<file path="config.mk">
export PLATFORM = sky130hd
export DESIGN_NAME = tti_frac_div
export DESIGN_NICKNAME = d
export VERILOG_FILES = /design/src/rtl/tti_pkg.sv /design/src/rtl/tti_frac_div.sv
export SDC_FILE = /design/constraint.sdc
export NUM_CORES = 1
export LEC_CHECK = 0
export CORE_MARGIN = 2
export CORE_UTILIZATION = 45
export DETAILED_ROUTE_END_ITERATION = 6
export DONT_BUFFER_PORTS = 1
export GPL_ROUTABILITY_DRIVEN = 0
export PLACE_DENSITY_LB_ADDON = 0.2
export SETUP_SLACK_MARGIN = 0.4
export SYNTH_ARGS = -nofsm -noshare
export SYNTH_HDL_FRONTEND = slang
export SYNTH_SLANG_ARGS = --single-unit
</file>
<file path="constraint.sdc">
create_clock -name clk -period 6.2 [get_ports clk]
set_input_delay 0.62 -clock clk [delete_from_list [all_inputs] [get_ports clk]]
set_output_delay 0.62 -clock clk [all_outputs]
set_load 0.005 [all_outputs]
</file>
<file path="src/rtl/tti_pkg.sv">
// Types and constants of the time table linear interpolator.
package tti_pkg;

	localparam int DEPTH     = 64;
	localparam int IDX_W     = $clog2(DEPTH);
	localparam int CNT_W     = $clog2(DEPTH + 1);
	localparam int FRAC_W    = 16;
	localparam int CFG_IDX_W = 1;
	localparam int CFG_W     = 7;

	localparam logic [CFG_IDX_W-1:0] REG_ENTRY_COUNT  = 1'd0;
	localparam logic [CFG_IDX_W-1:0] REG_TIME_VARYING = 1'd1;

	localparam logic CMD_WRITE = 1'b0;
	localparam logic CMD_QUERY = 1'b1;

	localparam logic STATUS_OK        = 1'b0;
	localparam logic STATUS_NOT_FOUND = 1'b1;

	typedef struct packed {
		logic               command;
		logic [5:0]         entry_index;
		logic signed [31:0] time_point;
		logic signed [31:0] entry_value;
	} tti_in_t;

	typedef struct packed {
		logic signed [31:0] result_value;
		logic               status;
	} tti_out_t;

endpackage

</file>
<file path="src/rtl/tti_frac_div.sv">
// Bit-serial restoring divider giving the Q0.16 interpolation fraction.
module tti_frac_div import tti_pkg::*; (
	input  logic              clk,
	input  logic              arst_n,
	input  logic              load,
	input  logic [31:0]       num,
	input  logic [31:0]       den,
	output logic              done,
	output logic [FRAC_W-1:0] quo
);

	localparam int STEP_W = $clog2(FRAC_W);

	logic [31:0]       rem_q;
	logic [31:0]       den_q;
	logic [FRAC_W-1:0] quo_q;
	logic [STEP_W-1:0] step_q;
	logic              run_q;
	logic              done_q;

	logic [32:0] shifted;
	logic [32:0] trial;
	logic        fits;

	// num < den always holds, so the remainder stays below den
	assign shifted = {rem_q, 1'b0};
	assign trial   = shifted - {1'b0, den_q};
	assign fits    = !trial[32];

	always_ff @(posedge clk or negedge arst_n) begin
		if (!arst_n) begin
			run_q  <= 1'b0;
			done_q <= 1'b0;
			step_q <= '0;
		end else begin
			done_q <= 1'b0;
			if (load) begin
				run_q  <= 1'b1;
				step_q <= '0;
			end else if (run_q) begin
				step_q <= step_q + STEP_W'(1);
				if (step_q == STEP_W'(FRAC_W - 1)) begin
					run_q  <= 1'b0;
					done_q <= 1'b1;
				end
			end
		end
	end

	always_ff @(posedge clk) begin
		if (load) begin
			rem_q <= num;
			den_q <= den;
			quo_q <= '0;
		end else if (run_q) begin
			rem_q <= fits ? trial[31:0] : shifted[31:0];
			quo_q <= {quo_q[FRAC_W-2:0], fits};
		end
	end

	assign done = done_q;
	assign quo  = quo_q;

endmodule

</file>
### Yosys cells after proc, flatten, opt, wreduce, memory -nomap -nowiden

Cells that the tools add are included.

* flip-flop bits (word level): 86
* bits of input ports: 67
* output and inout port bits: 17
* word-level logic and storage cells: 22

* add/subtract/negate cells: 2
* eq/ne operators: 1
* mux-type cells: 11
* reductions and logical operators: 2

Operators by type and width (number)
* 2-to-1 mux 32 bit: 3
* subtractor 33 x 32 -> 33 bit: 1
* 2-to-1 mux 4 bit: 2
* 2-to-1 mux 1 bit: 6
* adder 4 x 1 -> 4 bit (second input constant): 1
* equality test 4 bit (second input constant): 1
* nonzero test 2 bit: 1
* zero test 1 bit: 1

### Depth between registers and ports, before layout

Gate-level depths: netlist (run 1).

* depth after elaboration: 4
* depth in mapped cells: 13
* depth with buffers taken out: 11

### Least setup slack after synthesis (run 1)

No wires, ideal clock.

* path type: reg-to-reg
* start point: register rem_q[0]
* end point: register rem_q[19] (data pin)
* setup time: 270 ps
* arrival: 2878 ps
* data required time: 5930 ps
* path slack: 3051 ps
* cell stages (with the launch flop): 13
* path buffers: 2
* period minus slack after synthesis: 3149 ps
* cells stage by stage: edfxtp_1 fa_1 a211oi_1 o21ai_1 a211oi_2 nor3b_1 o2111a_1 or3_4 and2_4 buf_6 buf_12 mux2i_1 a21oi_1

* word-level cells in the longest chain between the ends: 4

RTL lines
* from (decl): line tti_frac_div.sv:14 `logic [31:0] rem_q;`
* from (signal assigned): line tti_frac_div.sv:52 `rem_q <= num;`
* from (signal assigned): line tti_frac_div.sv:56 `rem_q <= fits ? trial[31:0] : shifted[31:0];`
* subtractor 33 x 32 -> 33 bit: line tti_frac_div.sv:27 `assign trial = shifted - {1'b0, den_q};`
* 2-to-1 mux 32 bit: line tti_frac_div.sv:56
* 2-to-1 mux 32 bit: line tti_frac_div.sv:55 `end else if (run_q) begin`
* 2-to-1 mux 32 bit: line tti_frac_div.sv:51 `if (load) begin`

Every way passes these cells. The select of a mux whose other input is x is not followed.
A chain may end at the register's enable or synchronous reset.

### Worst setup path after layout (run 1)

* start point: register rem_q[0]
* end point: register rem_q[20] (data pin)

Same word-level chain as after synthesis.

==> impl_metrics.ini, run 1 <==
[logic_synthesis]
ys_ff_latch = 86
synth_top_area_frac = 0.366
synth_area_leader_cell = edfxtp_1
synthCells = 523
yosysMostFrequentCell = edfxtp_1
yosys-top-cells-area = edfxtp_1, mux2i_1, ha_1, dfxtp_1, nand2_1
ys_top_cells_by_count = edfxtp_1, nand2_1, mux2i_1, nor2_1, inv_1
ys_seq_area_frac = 0.456
synth_edf_count = 64
synth_nets = 623
syn_area_per_cell_um2 = 10.0
synthArstFlopShare = 0.0698
ys.flop_type = edfxtp_1
netlist_area_mm2 = 0.00525
yosys_warnings = 0
ys_types = 56

[pwr]
p_sw_mw = 1.13
p_comb_frac = 0.507
vdd_drop_max_uv = 233
power_mw = 2.87
p_int_mw = 1.75
cellLeakagePower_nw = 2.56
power_frac_seq = 0.304
p_sw_frac = 0.392
p_per_area_mw_per_mm2 = 511
pwr-share-clk = 0.190

[sta]
post-route-period-util = 0.590
worst_pin_slew_ps = 1060
finalHoldViolCount = 0
skew_ps = 11.9
totalNegativeSetupSlack_ps = 0
period_minus_slack_ps = 3660
holdWs_ps = 337
max_freq_ghz = 0.273
maxSlewHeadroom = 0.296
grt_setup_unrepaired = false
maxSlewViolCount = 0
setup_viol = 0

[cells_and_area]
layout-drive-gt1-share = 0.0481
nFillCells = 1108
diodes = 0
final_core_util = 0.492
design_area_mm2 = 0.00562
fin_nets = 615
area_growth_pct = 7.13

[setup_path]
cp-start-kind = flop
max_stage_delay_ps = 580
worstPathRequired_ps = 6410
critPathCaptureType = flop
crit_chain = fa_1, a211oi_1, o21ai_1, a211oi_2, nor3b_1, o2111a_1, o21ai_1, and2_4, or4b_1, nand3_1
startpoint = rem_q[0]
path_common_cell = o21ai_1
worst-setup-path-type = reg2reg
critPathArrivalTime_ps = 3870
worstReg2RegStart = rem_q[0]
cp_max_fo = 38
slowest_stage = and2_4

[clock_network]
h-tree-depth = 3
cts_tree = built
cts_setup_buffers = 0
cts.path.max_buffers = 2
ctsHoldBuffers = 1
cts_root_buf = clkbuf_16
numClockSinks = 86
cts_buffers = 9
clk_latency_ps = 350
clkTransAtPathRegs_ps = 60
cts_resized = 0

[place]
dp_hpwl_um = 7590
place_area_mm2 = 0.00531
port_buffers = 0

[route]
routedWlPerCell_um = 16.5
drt-initial-drc-count = 183
vias = 3714
routed_via_density = 5.60
drtAntennaViolNets = 0
route.detailed.drc = 0
drt_pass1_iterations = 4
finalWirelength_um = 11000

[floorplan]
fp-row-count = 39
die_width_um = 112
fp.dieH_um = 112
io-pin-count = 84
coreArea_mm2 = 0.0114
start_util = 0.459
fp.dieArea_mm2 = 0.0125

[grt]
grt_pass1_wl_um = 18100
gr-total-overflow = 0
grt_start_max_net_pins = 108
grtUsageTotal = 0.181
antenna_found_initial = 0
grt_pass1_vias = 3758

[worst_hold_path]
hp-start = load
holdCritPathClass = in2reg

[run]
cap_violations = 0

[run_status]
outcome = finished clean
through the flow:
step	setup slack [ps]	instances
floorplan	3050	523
global placement	2680	646
detailed placement	2580	646
CTS	2540	663
global route	2290	663
finish	2540	663
cell families (layout without fill, tap and decap cells):
| family | Yosys count | count (layout) | share of synthesized area |
|---|---|---|---|
| AOI/OAI and AO/OA | 134 | 134 | 0.162 |
| xor gates and xnor gates | 31 | 31 | 0.0518 |
| adders and majority gates | 33 | 33 | 0.0802 |
| buffers and inverters | 58 | 55 | 0.0496 |
| DFF | 86 | 86 | 0.456 |
| muxes | 42 | 42 | 0.0802 |
| and+or+nand+nor | 139 | 139 | 0.120 |
registers in the layout, indices dropped and copies added, names as in the netlist:
name / count
den_q: 32
done: 1
run_q: 1
rem_q: 32
step_q: 4
quo: 16
worst max-delay path: cells and delay by family (launching register included):
family          cells  cell delay (ps)
fa+ha+maj           1              500
compound gates      5             1250
simple gates        4             1310
flops               1              440
final timing paths:
path	to	slack, ps	depth (start not counted)
worst min-delay path	quo[5]	340	1
worst max register to register	rem_q[20]	2540	10
max in group asynchronous	step_q[1]	5400	1
worst min register to register	quo[15]	530	2
min in group asynchronous	step_q[3]	580	1
worst max-delay path	rem_q[20]	2540	10
layer usage:
layer / GRT usage / share of wire
met3: 0.0550 / 0.050
met4: 0.0642 / 0.020
met2: 0.285 / 0.45
met5: 0 / 0
met1: 0.238 / 0.48
area by class of cell:
type / count / area, um^2 / area share
Multi-Input combinational cell: 379 / 2590 / 0.461
Sequential cell: 86 / 2390 / 0.426
Clock buffer: 12 / 268 / 0.0477
Tap cell: 143 / 179 / 0.0318
Inverter: 38 / 143 / 0.0254
Clock inverter: 4 / 35.0 / 0.00623
Timing Repair Buffer: 1 / 10.0 / 0.00178
power by group through the flow:
stage,registers [mW],clock network [mW],logic [mW]
after floorplan,0.854,0,1.26
after global placement,0.879,0,1.41
after detailed placement,0.881,0,1.44
after CTS,0.873,0.564,1.45
after global routing,0.888,0.584,1.63
final,0.872,0.544,1.45
cells in the final DEF, fill, tap and decap left out, types with 2 or more instances in the layout:
cell type / count
a31o_2: 3
o21a_1: 6
o21ai_0: 21
nor3_1: 6
a211o_1: 2
xnor2_1: 15
inv_6: 2
or2_2: 3
dfrtp_1: 6
o211ai_1: 5
clkbuf_16: 10
o31ai_1: 2
and3_1: 5
nand2_1: 53
nor2b_1: 3
o21ai_1: 17
clkinv_4: 2
nand3_1: 12
a211oi_1: 2
dfxtp_1: 16
nand4_1: 5
edfxtp_1: 64
a21oi_1: 35
or3_1: 4
o21bai_1: 4
mux2i_1: 42
a21o_1: 19
inv_1: 37
nor2_1: 40
a31oi_1: 4
ha_1: 32
xor2_1: 16
a21boi_0: 2
Note: power is estimated with default switching activity, not from simulation.
==> run 2: changes to the inputs <==
==> constraint.sdc (replaced) <==
create_clock -name clk -period 3.5 [get_ports clk]
set_input_delay 0.35 -clock clk [delete_from_list [all_inputs] [get_ports clk]]
set_output_delay 0.35 -clock clk [all_outputs]
set_load 0.005 [all_outputs]
==> run 2 against run 1 <==
Register-to-register slack worse by 2200 ps. Worst setup slack lost 2200 ps. Core utilization is 2.5 points higher.
==> impl_metrics.ini, run 2 (synthesis results as in run 1) <==
[setup_path]
worst-setup-path-type = reg2reg
worstPathRequired_ps = 3590
critPathCaptureType = flop
max_stage_delay_ps = 440
crit_chain = fa_2, a211oi_4, o21ai_2, a211oi_2, nor3b_2, o2111a_1, or3_4, and2_2, clkbuf_16, nand3_1, o311ai_2
critPathArrivalTime_ps = 3230
slowest_stage = edfxtp_1
cp-start-kind = flop
cp_num_buf_inv = 1
critPathTopFamily = compound AO/OA/AOI/OAI gates
cp_max_fo = 6

[clock_network]
cts_tree = built
cts.path.max_buffers = 2
cts_buffers = 9
h-tree-depth = 3
clkTransAtPathRegs_ps = 70
clk_latency_ps = 350
cts_root_buf = clkbuf_16
numClockSinks = 86

[sta]
worst_pin_slew_ps = 834
maxSlewViolCount = 0
setup_viol = 0
max_freq_ghz = 0.318
totalNegativeSetupSlack_ps = 0
skew_ps = 6.36
post-route-period-util = 0.898
maxSlewHeadroom = 0.444
grt_setup_unrepaired = true
period_minus_slack_ps = 3140
setup_ws_ps = 358
finalHoldViolCount = 0

[pwr]
pwr-share-clk = 0.167
p_sw_mw = 2.16
p_per_area_mw_per_mm2 = 937
power_frac_seq = 0.281
p_comb_frac = 0.552
p_int_mw = 3.36
p_sw_frac = 0.392
cellLeakagePower_nw = 2.67
vdd_drop_max_uv = 426

[cells_and_area]
diodes = 0
area_growth_pct = 12.5
final_common_cell = edfxtp_1
final_cells = 681
layout-drive-gt1-share = 0.110
final_core_util = 0.517
final_cell_mix = edfxtp_1, nand2_1, mux2i_1
fin_nets = 633
nFillCells = 1073

[floorplan]
fp.dieArea_mm2 = 0.0125
coreArea_mm2 = 0.0114
fp.dieH_um = 112
start_util = 0.459
fp-row-count = 39
io-pin-count = 84
die_width_um = 112

[route]
drtAntennaViolNets = 0
route.detailed.drc = 0
routedWlPerCell_um = 16.5
drt_pass1_iterations = 4
drt-initial-drc-count = 153
vias = 3764
routed_via_density = 5.53
finalWirelength_um = 11200

[grt]
grt_pass1_wl_um = 18100
gr-total-overflow = 0
grtUsageTotal = 0.182
antenna_found_initial = 0
grt_pass1_vias = 3713
grt_start_max_net_pins = 108

[place]
post-place-cells = 654
port_buffers = 0
dp_hpwl_um = 7660
dp_slack_ps = 210

[worst_hold_path]
holdCritPathClass = in2reg

[run_status]
outcome = finished clean

[run]
cap_violations = 0
==> run 2: changes by cell type in the layout (fill, tap and decap cells not counted), sizes merged <==
cell | previous run | this run
and2 | 2 | 3
inv | 39 | 42
clkbuf | 12 | 10
buf | 0 | 16
==> run 2: final timing paths <==
check / startpoint / slack, ps / cells after the start / to
setup / recovery: rem_q[0] / 360 / 11 / rem_q[26]
hold / removal: den[1] / 90 / 0 / den_q[1]
setup reg to reg: rem_q[0] / 360 / 11 / rem_q[26]
hold reg to reg: quo[15] / 520 / 2 / quo[15]
max in group asynchronous: arst_n / 2960 / 1 / step_q[3]
min in group asynchronous: arst_n / 310 / 1 / step_q[2]
==> run 2: repair_timing <==
action	CTS	global route
buffers inserted	3	5
resized for setup	6	17
gates cloned	0	2
hold buffers	1	0
setup endpoints to repair	28	32
pin swaps	2	13
hold endpoints to repair	6	0
==> run 2: area by class of cell <==
type,instances,area [um^2],share of cell area
well taps,143,179,0.0303
inverters,38,143,0.0242
multi-input cells,380,2700,0.458
clock inverters,7,53.8,0.00912
repair buffers,18,205,0.0348
flip-flops and latches,86,2390,0.406
clock buffers,9,225,0.0382
==> run 2: through the flow <==
step / hold slack [ps] / power [mW] / cell area (um^2)
5_1_grt: 72.5 / 5.93 / 5900
4_1_cts: 68.6 / 5.35 / 5760
3_3_place_gp: 54.6 / 4.20 / 5400
2_1_floorplan: 54.4 / 3.74 / 5250
3_5_place_dp: 54.6 / 4.24 / 5400
6_report: 89.0 / 5.53 / 5900
==> run 2: power by group through the flow <==
stage	Combinational, mW	Sequential [mW]	Clock, mW
floorplan	2.23	1.51	0
global placement	2.64	1.56	0
detailed placement	2.68	1.56	0
CTS	2.84	1.55	0.955
global route	3.36	1.58	0.989
finish	3.05	1.55	0.925
==> run 2: per-layer routing <==
layer	GRT usage	vias up	wire length, um
met4	0.0569	0	158
met5	0	-	0
met3	0.0599	13	520
met2	0.289	84	5190
met1	0.237	1762	5370
li1	-	1905	-
